### config.mk
export PLATFORM = sky130hd
export DESIGN_NAME = spm_front
export DESIGN_NICKNAME = d
export VERILOG_FILES = /design/src/hw/rtl/spm_pkg.sv /design/src/hw/rtl/spm_front.sv
export SDC_FILE = /design/constraint.sdc
export NUM_CORES = 1
export LEC_CHECK = 0
export BUFFER_PORTS_ARGS = -buffer_cell sky130_fd_sc_hd__buf_4
export CAP_MARGIN = 40
export CORE_MARGIN = 2
export CORE_UTILIZATION = 45
export CTS_CLUSTER_SIZE = 14
export DETAILED_ROUTE_END_ITERATION = 7
export GPL_TIMING_DRIVEN = 0
export PLACE_DENSITY = 0.69
export SETUP_SLACK_MARGIN = 0.02
export SLEW_MARGIN = 20
export SYNTH_ARGS = -nofsm -noshare
export SYNTH_HDL_FRONTEND = slang
export SYNTH_SLANG_ARGS = --single-unit
export TNS_END_PERCENT = 10
### constraint.sdc
create_clock -name clk -period 4.52 [get_ports clk]
set_input_delay 0.452 -clock clk [delete_from_list [all_inputs] [get_ports clk]]
set_output_delay 0.452 -clock clk [all_outputs]
set_load 0.01 [all_outputs]
### src/hw/rtl/spm_pkg.sv
// Shared types and constants of the slotted page record manager.
package spm_pkg;

	localparam int HEADER_BYTES = 64;
	localparam int SLOT_BYTES   = 4;
	localparam int KIND_W       = 2;
	localparam int SLOT_W       = 10;
	localparam int BIDX_W       = 12;
	localparam int DATA_W       = 8;
	localparam int STATUS_W     = 3;
	localparam int LEN_W        = 12;
	localparam int FIFO_DEPTH   = 4;
	localparam int FIFO_AW      = 2;

	typedef enum logic [KIND_W-1:0] {
		KIND_READ   = 2'd0,
		KIND_INSERT = 2'd1,
		KIND_ERASE  = 2'd2,
		KIND_UPDATE = 2'd3
	} spm_kind_t;

	typedef enum logic [STATUS_W-1:0] {
		STS_OK    = 3'd0,
		STS_SLOT  = 3'd1,
		STS_SIZE  = 3'd2,
		STS_FULL  = 3'd3,
		STS_FIT   = 3'd4,
		STS_INDEX = 3'd5
	} spm_status_t;

	typedef enum logic [3:0] {
		S_IDLE,
		S_RD_WT,
		S_RD_DATA,
		S_ER_WT,
		S_SRCH,
		S_SRCH_WT,
		S_CHK,
		S_UP_WT,
		S_RP_RD,
		S_RP_WT,
		S_RP_BACK,
		S_PLACE,
		S_COPY,
		S_DONE,
		S_RES
	} spm_state_t;

	typedef enum logic [1:0] {
		SRC_HEAP,
		SRC_SCRATCH,
		SRC_STAGE
	} spm_src_t;

	typedef struct packed {
		spm_kind_t          kind;
		logic [SLOT_W-1:0]  slot;
		logic [BIDX_W-1:0]  byte_index;
		logic [DATA_W-1:0]  data_byte;
		logic               last;
		logic               yields;
	} spm_item_t;

	typedef struct packed {
		logic      valid;
		spm_item_t item;
	} spm_head_t;

endpackage

### src/hw/rtl/spm_front.sv
// Front part: accepts words, classifies them and queues them for the back part.
module spm_front import spm_pkg::*; (
	input  logic                clk,
	input  logic                arst_n,
	input  logic                in_valid,
	output logic                in_stall,
	input  logic [KIND_W-1:0]   kind,
	input  logic [SLOT_W-1:0]   slot,
	input  logic [BIDX_W-1:0]   byte_index,
	input  logic [DATA_W-1:0]   data_byte,
	input  logic                last,
	output spm_head_t           head,
	input  logic                pop
);

	spm_item_t          fifo_q [FIFO_DEPTH];
	logic [FIFO_AW-1:0] wr_ptr_q;
	logic [FIFO_AW-1:0] rd_ptr_q;
	logic [FIFO_AW:0]   cnt_q;
	logic               push;
	spm_item_t          item_in;

	assign in_stall = (cnt_q == (FIFO_AW+1)'(FIFO_DEPTH));
	assign push     = in_valid && !in_stall;

	always_comb begin
		item_in.kind       = spm_kind_t'(kind);
		item_in.slot       = slot;
		item_in.byte_index = byte_index;
		item_in.data_byte  = data_byte;
		item_in.last       = last;
		item_in.yields     = !(((kind == KIND_INSERT) || (kind == KIND_UPDATE)) && !last);
	end

	assign head.valid = (cnt_q != '0);
	assign head.item  = fifo_q[rd_ptr_q];

	always_ff @(posedge clk) begin
		if (push) begin
			fifo_q[wr_ptr_q] <= item_in;
		end
	end

	always_ff @(posedge clk or negedge arst_n) begin
		if (!arst_n) begin
			wr_ptr_q <= '0;
			rd_ptr_q <= '0;
			cnt_q    <= '0;
		end else begin
			if (push) begin
				wr_ptr_q <= wr_ptr_q + 1'b1;
			end
			if (pop) begin
				rd_ptr_q <= rd_ptr_q + 1'b1;
			end
			if (push && !pop) begin
				cnt_q <= cnt_q + 1'b1;
			end else if (pop && !push) begin
				cnt_q <= cnt_q - 1'b1;
			end
		end
	end

endmodule

---- Word level (Yosys, flattened, before mapping) ----
Memories as Yosys holds them, arrays and structs flattened.
Cells that the tools add are included.
word-level totals
  register bits ........................... 7
  output and inout bits ................... 36
  memories kept ........................... 1
  word-level logic and storage cells ...... 27
  RAM bits ................................ 136
memories
  memory  words  bits a word  read ports  clocked after memory_dff  write ports  RTL line         RTL
  fifo_q  4      34           1           0                         1            spm_front.sv:16  spm_item_t fifo_q [FIFO_DEPTH];
operators by class
  equality and inequality tests ........... 3
  multiplexer cells ....................... 4
  add/sub/neg operators ................... 4
  reductions and logical operators ........ 12
operators by type and width
  cell                   count
  $mux W3                2
  $logic_not A1 Y1       5
  $add A2 B1 Y2 const B  2
  $logic_and A1 B1 Y1    4
  $add A3 B1 Y3 const B  1
  $eq A3 B3 Y1 const B   1
  $reduce_bool A3 Y1     1
  $sub A3 B1 Y3 const B  1
  $eq A2 B1 Y1 const B   1
  $eq A2 B2 Y1 const B   1
  $mux W1                2
  $reduce_bool A2 Y1     1
  $logic_or A1 B1 Y1     1

---- Depth between registers and ports, before layout ----
  word-level depth ........................ 7
  gate-level depth with buffers ........... 9
  gate-level depth less buffers ........... 8

---- Worst setup path before layout ----
Ideal clock, no wire load.
  path kind ............................... reg-to-reg
  start point ............................. register cnt_q[2]
  end point ............................... memory fifo_q[0][0] (netlist name) (enable)
  setup slack ............................. 2459 ps
  stages on the path, launching flop included .. 5
  period minus slack after synthesis ...... 2061 ps
  library setup time ...................... 394 ps
  required time ........................... 4126 ps
  arrival ................................. 1667 ps
  cell sequence ........................... dfrtp_1 > nor3b_2 > nor2b_1 > buf_6 > and2_1
between the ends
  word-level cells in the longest chain between the ends .. 5
ends and longest elaborated chain
  what                           RTL line         RTL
  start: declaration             spm_front.sv:19  logic [FIFO_AW:0] cnt_q;
  start signal: assignment       spm_front.sv:57  cnt_q <= cnt_q + 1'b1;
  start signal: assignment       spm_front.sv:59  cnt_q <= cnt_q - 1'b1;
  $eq A3 B3 Y1                   spm_front.sv:23  assign in_stall = (cnt_q == (FIFO_AW+1)'(FIFO_DEPTH));
  named net in_stall             spm_front.sv:6   output logic in_stall,
  $logic_not A1 Y1               spm_front.sv:24  assign push = in_valid && !in_stall;
  $logic_and A1 B1 Y1            spm_front.sv:24
  named net push                 spm_front.sv:20  logic push;
  $mux W1                        spm_front.sv:39  if (push) begin
  $mux W1 (not written as such)  spm_front.sv:40  fifo_q[wr_ptr_q] <= item_in;
  end: declaration               spm_front.sv:16
The timed path passes the listed nets, and every way through them passes these cells.

==> results.json <==
{
  "start_kind": "flop",
  "synthSimpleGateAreaFrac_pct": 1.18,
  "max_freq_mhz": 445,
  "worst_slack_ps": 2270,
  "synthTopCellsByArea": "edfxtp_1, mux4_2, dfrtp_1",
  "grt-ovfl-total": 0,
  "max-cap-violations": 0,
  "synthDistinctLibCells": 21,
  "cts_tree": "done",
  "clock_sinks": 143,
  "vias": 2419,
  "cts_buffer_depth": 2,
  "synth_top_family_by_area": "multiplexers",
  "grt_pass1_vias": 2601,
  "ir_worst_vdd_mv": 0.357,
  "setup_violations": 0,
  "synth_xor_area_share_pct": 0.975,
  "synth_compound_area_share_pct": 0,
  "crit_required_ps": 4070,
  "cts_buffers": 17,
  "pre_cts_slack_ps": 2550,
  "antennaDiodeCount": 0,
  "root_buffer": "clkbuf_16",
  "h-tree-depth": 4,
  "finalSetupTns_ps": 0,
  "via_per_inst": 5.19,
  "post-dp-hpwl_mm": 5.31,
  "antenna_found_initial": 0,
  "cp.arrival_ps": 1790,
  "final_cells": 466,
  "worstMarginPinSlew_ps": 375,
  "clk-insertion-delay-late_ps": 410,
  "finalHoldViolations": 0,
  "area.growth.synth_to_final_pct": 25.4,
  "async_reset_ff_share_pct": 4.90,
  "synth.most_common_cell": "edfxtp_1",
  "ys.flop_type": "edfxtp_1",
  "die_h_um": 113,
  "cts_resized": 0,
  "muxShareOfSynthArea_pct": 15.1,
  "yosysWarnings": 0,
  "nets": 353,
  "slew-limit-headroom_pct": 75.0,
  "synthAdderAreaFrac_pct": 1.53,
  "io_buffers": 72,
  "grt_max_degree": 27,
  "synth-edff-count": 136,
  "postSynthCellCount": 214,
  "dp.cells": 433,
  "worstSetupPathType": "flop to primary output",
  "clk_pin_slew_worst_paths_ps": 60,
  "synth_commonest_cells": "edfxtp_1, mux4_2, dfrtp_1, mux4_1, ha_1",
  "synth_nets": 257,
  "syn_avg_cell_area_um2": 25.2,
  "wl_per_cell_um": 18.7,
  "fp-row-count": 39,
  "power_leakage_uw": 0.00240,
  "final_max_slew_viol_count": 0,
  "fp.coreArea_um2": 11600,
  "synth-seq-cells": 143,
  "drive_above_1_share_pct": 45.5,
  "status": "completed",
  "firstDrtPassIters": 4,
  "drtAntennaViolNets": 0,
  "totalWireLength_mm": 8.70,
  "fillCellCount": 854,
  "io_pins": 73,
  "synth.top_cell.area_share_pct": 75.8,
  "ys_seq_area_share_pct": 79.0,
  "finalCritPeriodShare_pct": 49.7,
  "grt_pass1_wl_mm": 13.7,
  "cts_setup_buffers": 0,
  "drt_iter0_markers": 96,
  "yosysTopAreaCell": "edfxtp_1",
  "start_util_pct": 46.6,
  "min_path_type": "primary input to flop",
  "rsz0062_at_grt": "false",
  "die_x_um": 113,
  "drc": 0,
  "cts_hold_buf": 1,
  "place_congestion": 0.649,
  "min_period_ps": 2250,
  "worstSetupEndpointType": "primary output",
  "cp_max_fo": 10,
  "syn_area_um2": 5390,
  "groute.usage.overall_pct": 14.8,
  "finalClockSkew_ps": 4.78,
  "die-area_um2": 12900,
  "powerDensity_nw_per_um2": 670
}
==> state kept, by name, indices dropped and copies added (netlist names) <==
name	flops
wr_ptr_q	2
cnt_q	3
rd_ptr_q	2
fifo_q	136
==> worst max-delay path: stages (launching register included) <==
cell and delay [ps]:
dfrtp_1 340, buf_6 180, buf_12 170, mux4_2 530, buf_4 160
==> metal layers <==
layer  vias up  share of wire, %  GRT usage (%)
met3        14               4.6           5.26
met1      1255                42           17.7
met5         -                 0              0
li1       1091                 -              -
met2        59                52           24.1
met4         0               1.8           7.07
==> cell families after synthesis <==
kind of cell	count (synthesis)
fa+ha+maj	6
simple gates	10
buf+inv	13
flops	143
mux	36
xor+xnor	6
==> layout make-up <==
| type | instances | area [µm²] | area share, % |
|---|---|---|---|
| Tap cell | 143 | 179 | 2.65 |
| Buffer | 9 | 103 | 1.52 |
| Multi-Input combinational cell | 58 | 1020 | 15.1 |
| Inverter | 4 | 15.0 | 0.222 |
| Clock inverter | 15 | 128 | 1.89 |
| Clock buffer | 17 | 425 | 6.30 |
| Sequential cell | 143 | 4260 | 63.0 |
| Timing Repair Buffer | 77 | 631 | 9.33 |
==> cells in the final DEF, fill, tap and decap left out, drive strengths merged <==
| cell type | netlist | routed |
|---|---|---|
| xnor2 | 3 | 3 |
| nand2 | 1 | 1 |
| fa | 1 | 1 |
| nand2b | 1 | 1 |
| xor2 | 3 | 3 |
| bufinv | 0 | 2 |
| clkinv | 0 | 11 |
| dlygate4sd3 | 0 | 1 |
| and2 | 4 | 4 |
| nor2 | 1 | 1 |
| mux4 | 34 | 34 |
| clkinvlp | 0 | 2 |
| buf | 9 | 85 |
| or3 | 1 | 1 |
| clkbuf | 0 | 17 |
| nor2b | 1 | 1 |
| mux2 | 2 | 2 |
| ha | 5 | 5 |
| dfrtp | 7 | 7 |
| inv | 4 | 4 |
| edfxtp | 136 | 136 |
| nor3b | 1 | 1 |
==> final timing paths <==
kind | startpoint | endpoint | slack (ps) | cells after the start
worst max register to register | cnt_q[2]$_DFFE_PN0P_ | cnt_q[2]$_DFFE_PN0P_ | 2540 | 9
worst min-delay path | slot[9] | fifo_q[0][31]$_DFFE_PP_ | 240 | 1
worst min register to register | cnt_q[2]$_DFFE_PN0P_ | cnt_q[2]$_DFFE_PN0P_ | 490 | 1
max in group asynchronous | arst_n | wr_ptr_q[1]$_DFFE_PN0P_ | 4010 | 2
worst max-delay path | rd_ptr_q[0]$_DFFE_PN0P_ | head[32] | 2270 | 4
min in group asynchronous | arst_n | rd_ptr_q[0]$_DFFE_PN0P_ | 380 | 2
==> stage by stage <==
stage / hold WS [ps] / utilization (%) / power, µW / instance area, µm²
after floorplan: 156 / - / 2700 / 5390
after global placement: 272 / 52.8 / 3250 / 6110
after detailed placement: 276 / 53.6 / 3310 / 6190
after CTS: 211 / 58.4 / 4610 / 6760
after global routing: 222 / 58.4 / 4740 / 6760
final: 238 / 58.4 / 4530 / 6760
==> where the power goes <==
group          total, µW  internal [µW]  switching [µW]
registers           1830           1760            72.2
clock network       1280            795             485
logic               1420            761             659
total               4530           3310            1220
No activity file was read; power rests on OpenSTA's default activity.
